### config.mk
export PLATFORM = sky130hd
export DESIGN_NAME = cell_subentity_enumerator_top
export DESIGN_NICKNAME = d
export VERILOG_FILES = /design/src/rtl/cse_pkg.sv /design/src/rtl/cell_subentity_enumerator_top.sv
export SDC_FILE = /design/constraint.sdc
export NUM_CORES = 1
export LEC_CHECK = 0
export ABC_CLOCK_PERIOD_IN_PS = 11400
export BUFFER_PORTS_ARGS = -buffer_cell sky130_fd_sc_hd__buf_4
export CAP_MARGIN = 40
export CORE_MARGIN = 2
export CORE_UTILIZATION = 55
export DETAILED_ROUTE_END_ITERATION = 7
export PLACE_DENSITY = 0.88
export SYNTH_ARGS = -nofsm -noshare
export SYNTH_HDL_FRONTEND = slang
export SYNTH_SLANG_ARGS = --single-unit
### constraint.sdc
create_clock -name aclk -period 11.4 [get_ports aclk]
set_input_delay 2.28 -clock aclk [delete_from_list [all_inputs] [get_ports aclk]]
set_output_delay 2.28 -clock aclk [all_outputs]
set_load 0.1 [all_outputs]
### src/rtl/cse_pkg.sv
// Package with type codes, widths and the reference sub-entity tables of the cell enumerator.
package cse_pkg;

    localparam int VID_W  = 24;
    localparam int NUM_V  = 8;
    localparam int DATA_W = VID_W * NUM_V;

    // Cell and sub-entity type codes.
    localparam logic [2:0] CT_POINT = 3'd0;
    localparam logic [2:0] CT_SEG   = 3'd1;
    localparam logic [2:0] CT_TRI   = 3'd2;
    localparam logic [2:0] CT_QUAD  = 3'd3;
    localparam logic [2:0] CT_TET   = 3'd4;
    localparam logic [2:0] CT_HEX   = 3'd5;
    localparam logic [2:0] CT_WEDGE = 3'd6;

    typedef logic [NUM_V-1:0][VID_W-1:0] vid_vec_t;

    typedef struct packed {
        logic [2:0]       sub_type;
        logic [2:0]       nv;
        logic [3:0][2:0]  lv;
    } sub_entry_t;

    function automatic logic [1:0] cell_dim(input logic [2:0] ct);
        logic [1:0] d;
        case (ct)
            CT_POINT: d = 2'd0;
            CT_SEG:   d = 2'd1;
            CT_TRI:   d = 2'd2;
            CT_QUAD:  d = 2'd2;
            CT_TET:   d = 2'd3;
            CT_HEX:   d = 2'd3;
            CT_WEDGE: d = 2'd3;
            default:  d = 2'd0;
        endcase
        return d;
    endfunction

    function automatic logic [3:0] cell_nv(input logic [2:0] ct);
        logic [3:0] n;
        case (ct)
            CT_POINT: n = 4'd1;
            CT_SEG:   n = 4'd2;
            CT_TRI:   n = 4'd3;
            CT_QUAD:  n = 4'd4;
            CT_TET:   n = 4'd4;
            CT_HEX:   n = 4'd8;
            CT_WEDGE: n = 4'd6;
            default:  n = 4'd0;
        endcase
        return n;
    endfunction

    // First table row of the edges (dim 1) or faces (dim 2) of a cell.
    function automatic logic [5:0] mid_start(input logic [2:0] ct, input logic [1:0] dim);
        logic [5:0] s;
        s = 6'd0;
        case (ct)
            CT_QUAD:  s = 6'd3;
            CT_TET:   s = (dim == 2'd1) ? 6'd7  : 6'd13;
            CT_HEX:   s = (dim == 2'd1) ? 6'd17 : 6'd29;
            CT_WEDGE: s = (dim == 2'd1) ? 6'd35 : 6'd44;
            default:  s = 6'd0;
        endcase
        return s;
    endfunction

    function automatic logic [3:0] mid_count(input logic [2:0] ct, input logic [1:0] dim);
        logic [3:0] c;
        c = 4'd0;
        case (ct)
            CT_TRI:   c = (dim == 2'd1) ? 4'd3 : 4'd0;
            CT_QUAD:  c = (dim == 2'd1) ? 4'd4 : 4'd0;
            CT_TET:   c = (dim == 2'd1) ? 4'd6 : 4'd4;
            CT_HEX:   c = (dim == 2'd1) ? 4'd12 : 4'd6;
            CT_WEDGE: c = (dim == 2'd1) ? 4'd9 : 4'd5;
            default:  c = 4'd0;
        endcase
        return c;
    endfunction

    function automatic sub_entry_t mk(input logic [2:0] st, input logic [2:0] a,
                                      input logic [2:0] b, input logic [2:0] c,
                                      input logic [2:0] d);
        sub_entry_t e;
        e.sub_type = st;
        e.nv       = (st == CT_SEG) ? 3'd2 : ((st == CT_TRI) ? 3'd3 : 3'd4);
        e.lv       = {d, c, b, a};
        return e;
    endfunction

    // Edges of the 2-D and 3-D cells and faces of the 3-D cells, in reference order and orientation.
    function automatic sub_entry_t sub_lookup(input logic [5:0] row);
        sub_entry_t e;
        case (row)
            // triangle edges
            6'd0:  e = mk(CT_SEG, 3'd0, 3'd1, 3'd0, 3'd0);
            6'd1:  e = mk(CT_SEG, 3'd1, 3'd2, 3'd0, 3'd0);
            6'd2:  e = mk(CT_SEG, 3'd2, 3'd0, 3'd0, 3'd0);
            // quadrilateral edges
            6'd3:  e = mk(CT_SEG, 3'd0, 3'd1, 3'd0, 3'd0);
            6'd4:  e = mk(CT_SEG, 3'd1, 3'd2, 3'd0, 3'd0);
            6'd5:  e = mk(CT_SEG, 3'd2, 3'd3, 3'd0, 3'd0);
            6'd6:  e = mk(CT_SEG, 3'd3, 3'd0, 3'd0, 3'd0);
            // tetrahedron edges
            6'd7:  e = mk(CT_SEG, 3'd0, 3'd1, 3'd0, 3'd0);
            6'd8:  e = mk(CT_SEG, 3'd0, 3'd2, 3'd0, 3'd0);
            6'd9:  e = mk(CT_SEG, 3'd0, 3'd3, 3'd0, 3'd0);
            6'd10: e = mk(CT_SEG, 3'd1, 3'd2, 3'd0, 3'd0);
            6'd11: e = mk(CT_SEG, 3'd1, 3'd3, 3'd0, 3'd0);
            6'd12: e = mk(CT_SEG, 3'd2, 3'd3, 3'd0, 3'd0);
            // tetrahedron faces
            6'd13: e = mk(CT_TRI, 3'd1, 3'd2, 3'd3, 3'd0);
            6'd14: e = mk(CT_TRI, 3'd0, 3'd3, 3'd2, 3'd0);
            6'd15: e = mk(CT_TRI, 3'd0, 3'd1, 3'd3, 3'd0);
            6'd16: e = mk(CT_TRI, 3'd0, 3'd2, 3'd1, 3'd0);
            // hexahedron edges
            6'd17: e = mk(CT_SEG, 3'd0, 3'd1, 3'd0, 3'd0);
            6'd18: e = mk(CT_SEG, 3'd1, 3'd2, 3'd0, 3'd0);
            6'd19: e = mk(CT_SEG, 3'd2, 3'd3, 3'd0, 3'd0);
            6'd20: e = mk(CT_SEG, 3'd3, 3'd0, 3'd0, 3'd0);
            6'd21: e = mk(CT_SEG, 3'd4, 3'd5, 3'd0, 3'd0);
            6'd22: e = mk(CT_SEG, 3'd5, 3'd6, 3'd0, 3'd0);
            6'd23: e = mk(CT_SEG, 3'd6, 3'd7, 3'd0, 3'd0);
            6'd24: e = mk(CT_SEG, 3'd7, 3'd4, 3'd0, 3'd0);
            6'd25: e = mk(CT_SEG, 3'd0, 3'd4, 3'd0, 3'd0);
            6'd26: e = mk(CT_SEG, 3'd1, 3'd5, 3'd0, 3'd0);
            6'd27: e = mk(CT_SEG, 3'd2, 3'd6, 3'd0, 3'd0);
            6'd28: e = mk(CT_SEG, 3'd3, 3'd7, 3'd0, 3'd0);
            // hexahedron faces
            6'd29: e = mk(CT_QUAD, 3'd0, 3'd1, 3'd2, 3'd3);
            6'd30: e = mk(CT_QUAD, 3'd0, 3'd1, 3'd5, 3'd4);
            6'd31: e = mk(CT_QUAD, 3'd1, 3'd2, 3'd6, 3'd5);
            6'd32: e = mk(CT_QUAD, 3'd2, 3'd3, 3'd7, 3'd6);
            6'd33: e = mk(CT_QUAD, 3'd3, 3'd0, 3'd4, 3'd7);
            6'd34: e = mk(CT_QUAD, 3'd4, 3'd5, 3'd6, 3'd7);
            // wedge edges
            6'd35: e = mk(CT_SEG, 3'd0, 3'd1, 3'd0, 3'd0);
            6'd36: e = mk(CT_SEG, 3'd1, 3'd2, 3'd0, 3'd0);
            6'd37: e = mk(CT_SEG, 3'd2, 3'd0, 3'd0, 3'd0);
            6'd38: e = mk(CT_SEG, 3'd3, 3'd4, 3'd0, 3'd0);
            6'd39: e = mk(CT_SEG, 3'd4, 3'd5, 3'd0, 3'd0);
            6'd40: e = mk(CT_SEG, 3'd5, 3'd3, 3'd0, 3'd0);
            6'd41: e = mk(CT_SEG, 3'd0, 3'd3, 3'd0, 3'd0);
            6'd42: e = mk(CT_SEG, 3'd1, 3'd4, 3'd0, 3'd0);
            6'd43: e = mk(CT_SEG, 3'd2, 3'd5, 3'd0, 3'd0);
            // wedge faces
            6'd44: e = mk(CT_TRI,  3'd0, 3'd1, 3'd2, 3'd0);
            6'd45: e = mk(CT_QUAD, 3'd0, 3'd1, 3'd4, 3'd3);
            6'd46: e = mk(CT_QUAD, 3'd1, 3'd2, 3'd5, 3'd4);
            6'd47: e = mk(CT_QUAD, 3'd2, 3'd0, 3'd3, 3'd5);
            6'd48: e = mk(CT_TRI,  3'd3, 3'd5, 3'd4, 3'd0);
            default: e = mk(CT_SEG, 3'd0, 3'd0, 3'd0, 3'd0);
        endcase
        return e;
    endfunction

endpackage

### src/rtl/cell_subentity_enumerator_top.sv
// Top level of the cell sub-entity enumerator: cell register, index counter and result register.
//
//  Channel | Direction | Handshake           | Content
//  s_      | in        | s_tvalid / s_tready | one cell: type, target dimension, eight vertex ids
//  m_      | out       | m_tvalid / m_tready | one sub-entity per transfer, m_tlast on a cell's final one
//
// A cell produces 1 to 12 results (12 for the edges of a hexahedron), one per cycle while
// m_tready does not stall, and it holds the cell register until its final result moves out.
// The next cell is taken in the same cycle as the final result of the current one moves
// into the result register, so single-result cells stream at one per cycle without stalls.
// A stall on m_tready holds the result register and, behind it, the cell register.
// Reset clears the valid flags and the index counter; no request is lost or invented.
module cell_subentity_enumerator_top
    import cse_pkg::*;
(
    input  logic              aclk,
    input  logic              aresetn,
    input  logic              s_tvalid,
    output logic              s_tready,
    input  logic [DATA_W-1:0] s_tdata,   // vert0 .. vert7, 24 bits each
    input  logic [4:0]        s_tuser,   // cell_type [2:0], target_dim [4:3]
    output logic              m_tvalid,
    input  logic              m_tready,
    output logic [DATA_W-1:0] m_tdata,   // out_vert0 .. out_vert7, 24 bits each
    output logic [3:0]        m_tuser,   // sub_type [2:0], dim_error [3]
    output logic              m_tlast    // last_of_run
);

    // Cell register.
    logic             cell_valid_reg, cell_valid_next;
    logic [2:0]       type_reg;
    logic [1:0]       dim_reg;
    vid_vec_t         vid_reg;
    logic [3:0]       idx_reg, idx_next;

    // Result register.
    logic             m_valid_reg, m_valid_next;
    vid_vec_t         m_vid_reg;
    logic [2:0]       m_type_reg;
    logic             m_err_reg;
    logic             m_last_reg;

    logic             accept;
    logic             out_load;
    logic             item_done;

    logic [1:0]       cdim;
    logic [3:0]       nv;
    logic             err;
    logic [3:0]       count;
    logic             res_last;
    logic [5:0]       row;
    sub_entry_t       ent;
    logic [2:0]       res_type;
    vid_vec_t         res_vid;

    always_comb begin
        cdim  = cell_dim(type_reg);
        nv    = cell_nv(type_reg);
        // Type code 7 has no dimension of its own and is reported like a dimension error.
        err   = (type_reg > CT_WEDGE) || (dim_reg > cdim);
        row   = mid_start(type_reg, dim_reg) + {2'b00, idx_reg};
        ent   = sub_lookup(row);
        res_type = CT_POINT;
        res_vid  = '0;
        if (err) begin
            count = 4'd1;
        end else if (dim_reg == 2'd0) begin
            count = nv;
            res_vid[0] = vid_reg[idx_reg[2:0]];
        end else if (dim_reg == cdim) begin
            count    = 4'd1;
            res_type = type_reg;
            for (int k = 0; k < NUM_V; k++) begin
                if (4'(k) < nv) begin
                    res_vid[k] = vid_reg[k];
                end
            end
        end else begin
            count    = mid_count(type_reg, dim_reg);
            res_type = ent.sub_type;
            for (int j = 0; j < 4; j++) begin
                if (3'(j) < ent.nv) begin
                    res_vid[j] = vid_reg[ent.lv[j]];
                end
            end
        end
        res_last = (idx_reg == count - 4'd1);
    end

    assign out_load  = cell_valid_reg && (!m_valid_reg || m_tready);
    assign item_done = out_load && res_last;
    assign s_tready  = !cell_valid_reg || item_done;
    assign accept    = s_tvalid && s_tready;

    always_comb begin
        cell_valid_next = cell_valid_reg;
        idx_next        = idx_reg;
        if (accept) begin
            cell_valid_next = 1'b1;
            idx_next        = 4'd0;
        end else if (item_done) begin
            cell_valid_next = 1'b0;
        end else if (out_load) begin
            idx_next = idx_reg + 4'd1;
        end
        m_valid_next = m_valid_reg;
        if (out_load) begin
            m_valid_next = 1'b1;
        end else if (m_tready) begin
            m_valid_next = 1'b0;
        end
    end

    always_ff @(posedge aclk) begin
        if (!aresetn) begin
            cell_valid_reg <= 1'b0;
            idx_reg        <= 4'd0;
            m_valid_reg    <= 1'b0;
        end else begin
            cell_valid_reg <= cell_valid_next;
            idx_reg        <= idx_next;
            m_valid_reg    <= m_valid_next;
        end
    end

    always_ff @(posedge aclk) begin
        if (accept) begin
            type_reg <= s_tuser[2:0];
            dim_reg  <= s_tuser[4:3];
            vid_reg  <= s_tdata;
        end
        if (out_load) begin
            m_vid_reg  <= res_vid;
            m_type_reg <= res_type;
            m_err_reg  <= err;
            m_last_reg <= res_last;
        end
    end

    assign m_tvalid = m_valid_reg;
    assign m_tdata  = m_vid_reg;
    assign m_tuser  = {m_err_reg, m_type_reg};
    assign m_tlast  = m_last_reg;

    // An error result is always the only, and so the last, result of its cell.
    a_err_is_last: assert property (@(posedge aclk) disable iff (!aresetn)
        m_tvalid && m_tuser[3] |-> m_tlast && (m_tdata == '0) && (m_tuser[2:0] == CT_POINT))
        else $error("error result not final or not cleared");

    // The index never runs past the number of results of the held cell.
    a_idx_range: assert property (@(posedge aclk) disable iff (!aresetn)
        cell_valid_reg |-> idx_reg < count)
        else $error("sub-entity index out of range");

    // A new cell is never taken while the held one still has results to give.
    a_no_overrun: assert property (@(posedge aclk) disable iff (!aresetn)
        cell_valid_reg && !item_done |-> !s_tready)
        else $error("cell register overrun");

    // After a non-final result moves out, the same cell stays and the index advances.
    a_idx_step: assert property (@(posedge aclk) disable iff (!aresetn)
        out_load && !res_last |=> cell_valid_reg && (idx_reg == $past(idx_reg) + 4'd1))
        else $error("index did not advance");

endmodule

**Word-level counts from Yosys, hierarchy flattened**

Memory sizes are Yosys's and may differ from the RTL's.
Index checks and enable logic that the tools add are counted.

- Add/subtract/negate cells: 3
- Multipliers: 0
- Div/mod/pow operators: 0
- $lt $le $gt $ge: 19
- Eq/ne operators: 9
- Shift-type cells: 0
- Mux-type cells: 40
- Bitwise operators: 7
- Reductions and logical operators: 22

Operators with widths:

| kind | number |
|---|---|
| binary-select mux 24 bit (select 3 bit) | 5 |
| 2-to-1 mux 24 bit | 14 |
| 2-to-1 mux 96 bit | 1 |
| 2-to-1 mux 4 bit | 8 |
| one-hot mux 4 bit (6 select lines) | 1 |
| one-hot mux 6 bit (4 select lines) | 1 |
| < comparator 3 x 4 -> 1 bit (second input constant) | 5 |
| one-hot mux 4 bit (5 select lines) | 1 |
| < comparator 3 x 4 -> 1 bit (first input constant) | 4 |
| OR reduction 4 bit | 4 |
| == test 3 bit (second input constant) | 3 |
| < comparator 1 x 4 -> 1 bit (first input constant) | 2 |
| < comparator 2 x 4 -> 1 bit (first input constant) | 2 |
| OR reduction 2 bit | 4 |
| inverter 1 bit | 7 |
| adder 6 x 4 -> 6 bit | 1 |
| == test 3 x 2 -> 1 bit (second input constant) | 2 |
| < comparator 1 x 3 -> 1 bit (first input constant) | 2 |
| < comparator 2 x 3 -> 1 bit (first input constant) | 2 |
| 2-to-1 mux 3 bit | 2 |
| one-hot mux 2 bit (3 select lines) | 1 |
| adder 4 x 1 -> 4 bit (second input constant) | 1 |
| == test 4 bit | 1 |
| 2-to-1 mux 1 bit | 4 |
| 15 further kinds | 22 |

- Flip-flop bits (word level): 400
- Latch bits: 0
- Memory bits (writable): 0
- Memory bits (read-only): 1088
- Input bits: 201
- Output and inout bits: 199
- Memories: 1

Memories:

| name | depth | bits a word | rd ports | clocked after Yosys merged registers in | write ports | line | RTL |
|---|---|---|---|---|---|---|---|
| (name not given) | 64 | 17 | 1 | 0 | 0 | cse_pkg.sv:96 | `case (row)` |

**Depth between registers and ports, before layout**

Gate-level depths: netlist (run 1).

- Word-level depth: 13
- Mapped depth: 21
- Gate-level depth less buffers: 16

**Worst setup path before layout (run 1)**

OpenSTA, ideal clock, no wires.

- Path type: register to register
- Start point: reg type_reg[2]
- End point: reg dim_reg[0] (enable)
- Arrival time: 8422 ps
- Slack: 2397 ps
- Cell stages (with the launch flop): 19
- Buffers on the path: 3
- Period minus slack after synthesis: 9003 ps
- Cell sequence: edfxtp_1 buf_2 clkbuf_1 o21ai_0 ha_1 and2_1 clkbuf_1 nand2_1 a221o_1 nand2_1 inv_1 ha_1 xnor2_1 nand2_1 nor4_1 o2111a_1 or2_2 a21o_1 and2_1

- Word-level cells in the longest chain between the ends: 12
- Elaborated cells on any way between the ends: 25
- Classes of those cells: add/sub (1); order compare (2); eq/ne (8); mux (6); reduce/logical (8)

RTL lines:

| element | line | RTL |
|---|---|---|
| start: declaration | cell_subentity_enumerator_top.sv:31 | `logic [2:0] type_reg;` |
| start signal: assignment | cell_subentity_enumerator_top.sv:129 | `type_reg <= s_tuser[2:0];` |
| == test 3 bit / == test 3 x 2 -> 1 bit (equally long branches) | cse_pkg.sv:27, cse_pkg.sv:42, cse_pkg.sv:72 |  |
| OR reduction 3 bit (no source line) / OR reduction 2 bit (equally long branches) | -- |  |
| one-hot mux 2 bit (3 select lines) | cse_pkg.sv:27 | `case (ct)` |
| == test 2 bit | cell_subentity_enumerator_top.sv:71 | `end else if (dim_reg == cdim) begin` |
| 2-to-1 mux 4 bit | cell_subentity_enumerator_top.sv:71 |  |
| 2-to-1 mux 4 bit | cell_subentity_enumerator_top.sv:68 | `end else if (dim_reg == 2'd0) begin` |
| 2-to-1 mux 4 bit (*) | cell_subentity_enumerator_top.sv:66 | `if (err) begin` |
| subtractor 4 x 1 -> 4 bit (*) | cell_subentity_enumerator_top.sv:88 | `res_last = (idx_reg == count - 4'd1);` |
| == test 4 bit (*) | cell_subentity_enumerator_top.sv:88 |  |
| named net res_last | cell_subentity_enumerator_top.sv:51 | `logic res_last;` |
| logical AND 1 bit (*) | cell_subentity_enumerator_top.sv:92 | `assign item_done = out_load && res_last;` |
| logical OR 1 bit (*) | cell_subentity_enumerator_top.sv:93 | `assign s_tready = !cell_valid_reg \|\| item_done;` |
| named net s_tready | cell_subentity_enumerator_top.sv:19 | `output logic s_tready,` |
| logical AND 1 bit (*) | cell_subentity_enumerator_top.sv:94 | `assign accept = s_tvalid && s_tready;` |
| named net accept | cell_subentity_enumerator_top.sv:43 | `logic accept;` |
| end signal: assignment | cell_subentity_enumerator_top.sv:130 | `dim_reg <= s_tuser[4:3];` |
| end: declaration | cell_subentity_enumerator_top.sv:32 | `logic [1:0] dim_reg;` |

The timed path passes the listed nets; every way through them passes the cells marked *.
A chain may end at the register's enable or synchronous reset.

**Worst setup path in the final report (run 1)**

- Start point: reg type_reg[0]
- End point: out s_tready

- Word-level cells in the longest chain between the ends: 11
- Elaborated cells on any way between the ends: 24
- Classes of those cells: add/sub (1); order compare (2); eq/ne (8); mux (6); reduce/logical (7)

RTL lines:

| element | line |
|---|---|
| == test 3 bit / == test 3 x 2 -> 1 bit (equally long branches) | cse_pkg.sv:27, cse_pkg.sv:42, cse_pkg.sv:72 |
| OR reduction 3 bit (no source line) / OR reduction 2 bit (equally long branches) | -- |
| one-hot mux 2 bit (3 select lines) | cse_pkg.sv:27 |
| == test 2 bit | cell_subentity_enumerator_top.sv:71 |
| 2-to-1 mux 4 bit | cell_subentity_enumerator_top.sv:71 |
| 2-to-1 mux 4 bit | cell_subentity_enumerator_top.sv:68 |
| 2-to-1 mux 4 bit (*) | cell_subentity_enumerator_top.sv:66 |
| subtractor 4 x 1 -> 4 bit (*) | cell_subentity_enumerator_top.sv:88 |
| == test 4 bit (*) | cell_subentity_enumerator_top.sv:88 |
| named net res_last | cell_subentity_enumerator_top.sv:51 |
| logical AND 1 bit (*) | cell_subentity_enumerator_top.sv:92 |
| logical OR 1 bit (*) | cell_subentity_enumerator_top.sv:93 |
| end: declaration | cell_subentity_enumerator_top.sv:19 |

Marks and branches as above.

==> results of run 1 <==
-- kinds of logic (layout without fill, tap and decap cells) --
group	Yosys count	after routing
flip-flops	400	400
other	0	1
AO/OA/AOI/OAI	512	512
XOR/XNOR	10	10
buffers and inverters	179	532
multiplexers	342	342
adder cells (fa/ha/maj)	16	16
AND/OR/NAND/NOR	514	514
-- per-layer routing --
layer,up-vias,track usage [%]
met1,9584,45.93
li1,8320,-
met2,1832,55.89
met5,-,0
met4,0,21.99
met3,408,9.401
-- worst max-delay path, cell delays in order, from the launching register on --
cell and delay (ns):
edfxtp_1 0.61, nand3_1 0.19, o21ai_0 0.18, ha_1 0.40
and2_1 0.32, nand2_1 0.44, a221o_1 0.46, nand2_1 0.09
inv_1 0.09, ha_1 0.20, xnor2_1 0.24, and3b_1 0.21
o2111a_1 0.28, or2_2 0.33, a21o_1 0.22, buf_4 0.24
-- cells in the final DEF, fill, tap and decap left out, drive strengths merged, types with 15 or more instances in the layout --
cell type,Yosys,layout
buf,82,441
edfxtp,394,394
mux2i,225,225
nand2,222,222
a21oi,111,111
and2,108,108
o21ai,73,73
mux2,69,69
nor2,59,59
o211ai,52,52
clkbuf,84,49
mux4,48,48
a211oi,46,46
nor3,38,38
a22oi,32,32
a32o,31,31
a31oi,30,30
nor2b,28,28
nand2b,25,25
a221o,25,25
a221oi,24,24
o31ai,23,23
a22o,22,22
ha,15,15
-- stage by stage --
stage | utilization (%) | worst slack, ns
final | 68.50 | 4.016
after global routing | 68.49 | 3.841
after CTS | 68.49 | 4.113
after detailed placement | 64.74 | 4.761
after global placement | 63.66 | 4.838
after floorplan | - | 2.397
-- final cells by class --
type,count,area (µm²),share of cell area [%]
Clock inverter,29,454.2,1.581
Multi-Input combinational cell,1394,10840,37.74
Tap cell,539,674.4,2.347
Timing Repair Buffer,441,3628,12.63
Clock buffer,49,1119,3.893
Sequential cell,400,11960,41.63
Antenna cell,1,2.502,0.008710
Inverter,13,48.80,0.1698
-- path summary, 6_finish.rpt --
check / from / to / slack (ns) / depth (start not counted)
min: cell_valid_reg / m_tvalid / 0.51 / 2
min reg2reg: cell_valid_reg / m_tvalid / 0.51 / 2
max reg2reg: type_reg[2] / m_tdata[24] / 5.12 / 14
max: type_reg[0] / s_tready / 4.02 / 15
-- power by group --
group / leakage (µW) / switching, µW / total [µW] / internal, µW
sequential: 0.00384 / 176 / 2020 / 1850
combinational: 0.00603 / 1590 / 2340 / 750
clock: 0.000757 / 607 / 1570 / 959
==> impl_metrics.py, run 1 <==
metrics = {
    "run_status": {
        "outcome": "completed",
    },
    "yosys": {
        "synthSimpleGateAreaFrac_pct": 10.74,
        "synth.most_common_cell": "edfxtp_1",
        "synth_top_area_cell": "edfxtp_1",
        "synth_warnings": 0,
        "synthArstFlopShare_pct": 0,
        "synth_top_family_by_area": "multiplexers",
        "syn_avg_cell_area_um2": 11.86,
        "synth_ff_type": "edfxtp_1",
        "synth.cell_area_mm2": 0.02340,
        "synth_edf_count": 394,
        "synthXorXnorAreaFrac_pct": 0.4866,
        "ys_types": 85,
        "synth_area_leaders": "edfxtp_1 (51%), mux2i_1 (9.6%), mux4_2 (4.6%), nand2_1 (3.6%), mux2_2 (3.2%)",
        "ys_seq_area_share_pct": 51.07,
        "synth-seq-cells": 400,
        "synthAdderAreaFrac_pct": 0.8876,
        "synth.mux.area_fraction_pct": 17.60,
        "synth_top_area_share_pct": 50.56,
        "synthesis.nets": 2190,
        "ys_top_cells_by_count": "edfxtp_1 (394), mux2i_1 (225), nand2_1 (222), and2_1 (108), a21oi_1 (107)",
        "synth-compound-area-share_pct": 15.60,
        "synth_cells": 1973,
    },
    "global_routing": {
        "grtUsageTotal_pct": 36.16,
        "overflow": 0,
        "grt_pass1_vias": 20010,
        "grt_max_degree": 71,
        "grt_pass1_wl_um": 121000,
        "antenna_found_initial": 1,
    },
    "sta": {
        "fin_skew_ns": 0.01569,
        "fmax_mhz": 135.4,
        "slew_violations": 0,
        "hold_violations": 0,
        "worstMarginPinSlew_ns": 0.9733,
        "fin_crit_sh_pct": 64.78,
        "rsz0062_at_grt": "false",
        "slew_headroom_pct": 35.11,
        "hold_ws_ns": 0.5092,
        "layout_min_cycle_time_ns": 7.384,
        "finalSetupViolCount": 0,
        "fin_tns_setup_ns": 0,
    },
    "power_and_ir_drop": {
        "leakagePower_uw": 0.01062,
        "p_per_area_mw_per_mm2": 206.3,
        "total_power_uw": 5926,
        "worst_ir_drop_vdd_mv": 0.1617,
    },
    "route": {
        "dr.pass1.iters": 8,
        "vias_per_cell": 7.029,
        "wl_per_cell_um": 28.49,
        "met3_length_um": 11320,
        "drtIter0Drc": 3591,
        "met1_length_um": 28310,
        "route.top_layer_used": "met4",
        "drc_errors": 0,
        "routed-via-count": 20140,
        "dr_wl_met2_um": 37080,
        "wirelength_um": 81660,
        "drtAntennaViolNets": 0,
    },
    "die": {
        "initial_utilization_pct": 55.79,
        "core_mm2": 0.04195,
        "ioPinCount": 400,
        "die_area_mm2": 0.04421,
        "die_height_um": 210.3,
        "die_w_um": 210.3,
        "rows": 75,
    },
    "clock_tree": {
        "clock-sinks": 400,
        "clk_pin_slew_ns": 0.06,
        "worstSkewPairLatency_ns": 0.59,
        "root_buffer": "clkbuf_16",
        "cts_tree": "built",
        "htreeDepth": 2,
        "cts_made_buffers": 43,
        "cts_hold_buffers": 0,
        "cts_resized": 0,
        "cts_setup_buffers": 0,
        "cts.path.max_buffers": 3,
    },
    "cells_and_area": {
        "fin_area_mm2": 0.02873,
        "fin_nets": 2510,
        "filler_cell_count": 2863,
        "area_growth_pct": 22.78,
        "instances_no_fill": 2866,
        "drive_above_1_share_pct": 29.49,
    },
    "placement": {
        "place_area_mm2": 0.02716,
        "place.detailed.hpwl_um": 51690,
        "dp.cells": 2787,
        "port_buffers": 399,
        "gp_congestion": 0.9318,
    },
    "min_path": {
        "hp-class": "flop to flop",
    },
    "worst_setup_path": {
        "path_class": "flop to output port",
        "start_kind": "flop",
        "worstPathRequired_ns": 9.12,
        "worstPathMaxFanout": 17,
        "arrival_ns": 5.10,
        "end_kind": "output port",
    },
    "run": {
        "drv_cap": 0,
    },
}
Note: power is estimated with default switching activity, not from simulation.
==> run 2, diff against run 1 <==
- ABC_CLOCK_PERIOD_IN_PS: 11400 -> 6400
- CORE_UTILIZATION: 55 -> 52
- clock period: 11.4 -> 6.4 ns (I/O delays scaled with it)
==> run 2 against run 1 <==
Net effect:
- clock power rose by 54%
- power up 72%
- worst hold slack worse by 0.015 ns
- clock-buffer cell count fell by 3
- clock skew grew 0.022 ns
- global-route usage fell by 1.8 points
- combinational power increased by 78%
- register-to-register slack lost 4.1 ns
- non-clock buffer count increased by 18
- sequential share of layout area up 0.15 points
- via count decreased by 0.51%
- critical path type unchanged
- largest cell class unchanged
==> impl_metrics.py, run 2 (synthesis results as in run 1) <==
metrics = {
    "global_routing": {
        "grt_pass1_vias": 19920,
        "grtUsageTotal_pct": 34.34,
        "overflow": 0,
        "grt_max_degree": 87,
        "grt_pass1_wl_um": 122200,
        "antenna_found_initial": 3,
    },
    "clock_tree": {
        "cts.path.max_buffers": 3,
        "cts_made_buffers": 43,
        "htreeDepth": 2,
        "cts_hold_buffers": 0,
        "root_buffer": "clkbuf_16",
        "clock-sinks": 400,
        "cts_setup_buffers": 0,
        "worstSkewPairLatency_ns": 0.60,
        "clk_pin_slew_ns": 0.06,
        "cts_resized": 0,
        "cts_tree": "built",
    },
    "die": {
        "die_area_mm2": 0.04671,
        "core_mm2": 0.04432,
        "die_w_um": 216.1,
        "ioPinCount": 400,
        "die_height_um": 216.1,
        "rows": 77,
        "initial_utilization_pct": 52.80,
    },
    "cells_and_area": {
        "drive_above_1_share_pct": 29.93,
        "final_cell_mix": "buf_4 (439), edfxtp_1 (394), mux2i_1 (225)",
        "fin_util_pct": 64.60,
        "final_common_cell": "buf_4",
        "filler_cell_count": 3225,
        "fin_nets": 2528,
        "register_area_mm2": 0.01196,
        "area_growth_pct": 22.35,
        "multi_input_area_mm2": 0.01085,
    },
    "placement": {
        "gp_congestion": 0.9084,
        "place.detailed.hpwl_um": 53420,
        "port_buffers": 399,
    },
    "sta": {
        "fin_crit_sh_pct": 95.33,
        "worstMarginPinSlew_ns": 0.9250,
        "fmax_mhz": 163.9,
        "slew_violations": 0,
        "slew_headroom_pct": 38.33,
        "rsz0062_at_grt": "false",
        "layout_min_cycle_time_ns": 6.101,
        "hold_violations": 0,
        "fin_skew_ns": 0.03796,
        "finalSetupViolCount": 0,
        "fin_tns_setup_ns": 0,
    },
    "route": {
        "wirelength_um": 82080,
        "routed-via-count": 20040,
        "wl_per_cell_um": 27.99,
        "drtIter0Drc": 3645,
        "drtAntennaViolNets": 0,
        "drc_errors": 0,
        "vias_per_cell": 6.833,
        "dr.pass1.iters": 6,
    },
    "worst_setup_path": {
        "arrival_ns": 4.82,
        "worstPathMaxFanout": 18,
        "start_kind": "flop",
        "path_class": "flop to output port",
        "worstPathRequired_ns": 5.12,
        "end_kind": "output port",
    },
    "run": {
        "drv_cap": 0,
    },
    "power_and_ir_drop": {
        "leakagePower_uw": 0.01057,
        "p_per_area_mw_per_mm2": 356.2,
        "worst_ir_drop_vdd_mv": 0.2332,
    },
    "min_path": {
        "hp-class": "flop to flop",
    },
    "run_status": {
        "outcome": "completed",
    },
}
## run 2: cell types whose count changed in the layout (fill, tap and decap cells not counted), sizes merged
cell | before | now
buf | 441 | 459
bufinv | 11 | 3
clkinv | 14 | 18
clkbuf | 49 | 46
clkinvlp | 3 | 4
diode | 1 | 2
inv | 14 | 15
## run 2: critical path: stages, from the launching register on
cell and delay [ns]:
edfxtp_1 0.73, o21ai_0 0.32, ha_1 0.41, and2_1 0.28
nand2_1 0.08, buf_4 0.21, a221o_1 0.34, nand2_1 0.09
inv_1 0.08, ha_1 0.19, xnor2_1 0.22, and3b_1 0.21
o2111a_1 0.27, or2_2 0.33, a21o_1 0.22, buf_4 0.24
## run 2: cell type report
class | instances | share of cell area [%]
Multi-Input combinational cell | 1394 | 37.88
Inverter | 13 | 0.1704
Clock inverter | 27 | 0.8128
Tap cell | 592 | 2.587
Timing Repair Buffer | 459 | 12.96
Antenna cell | 2 | 0.01748
Sequential cell | 400 | 41.77
Clock buffer | 46 | 3.798
## run 2: final timing paths
kind                   from           to  slack, ns  cells after the start
max             type_reg[2]     s_tready       0.30                     15
min          cell_valid_reg     m_tvalid       0.49                      2
max reg2reg     type_reg[0]  m_tdata[14]       0.99                     15
min reg2reg  cell_valid_reg     m_tvalid       0.49                      2
## run 2: through the flow
stage / power (µW) / hold slack [ns] / worst slack (ns) / cell area, µm² / std cells
3_5_place_dp: 7734 / 0.4878 / 0.9371 / 27300 / 2858
3_3_place_gp: 7616 / 0.4774 / 1.010 / 27160 / 2851
4_1_cts: 10140 / 0.4973 / 0.3211 / 28630 / 2931
2_1_floorplan: 6559 / 0.4620 / 0.5931 / 23400 / 1973
5_1_grt: 10490 / 0.5122 / 0.08101 / 28630 / 2932
6_report: 10200 / 0.4946 / 0.2990 / 28630 / 2933
## run 2: per-layer routing
| metal | routed length, µm | up-vias | GRT usage [%] | part of all wire [%] |
|---|---|---|---|---|
| li1 | - | 8341 | - | - |
| met5 | 15 | - | 0 | 0.018 |
| met3 | 9769 | 364 | 7.523 | 12 |
| met2 | 37120 | 1671 | 52.60 | 45 |
| met4 | 4752 | 2 | 18.58 | 5.8 |
| met1 | 30420 | 9663 | 45.82 | 37 |
## run 2: report_power, final
group          switching, µW  leakage [µW]  total, µW  internal (µW)
clock network           1070      0.000643       2420           1350
logic                   2800       0.00609       4160           1360
registers                330       0.00384       3620           3290
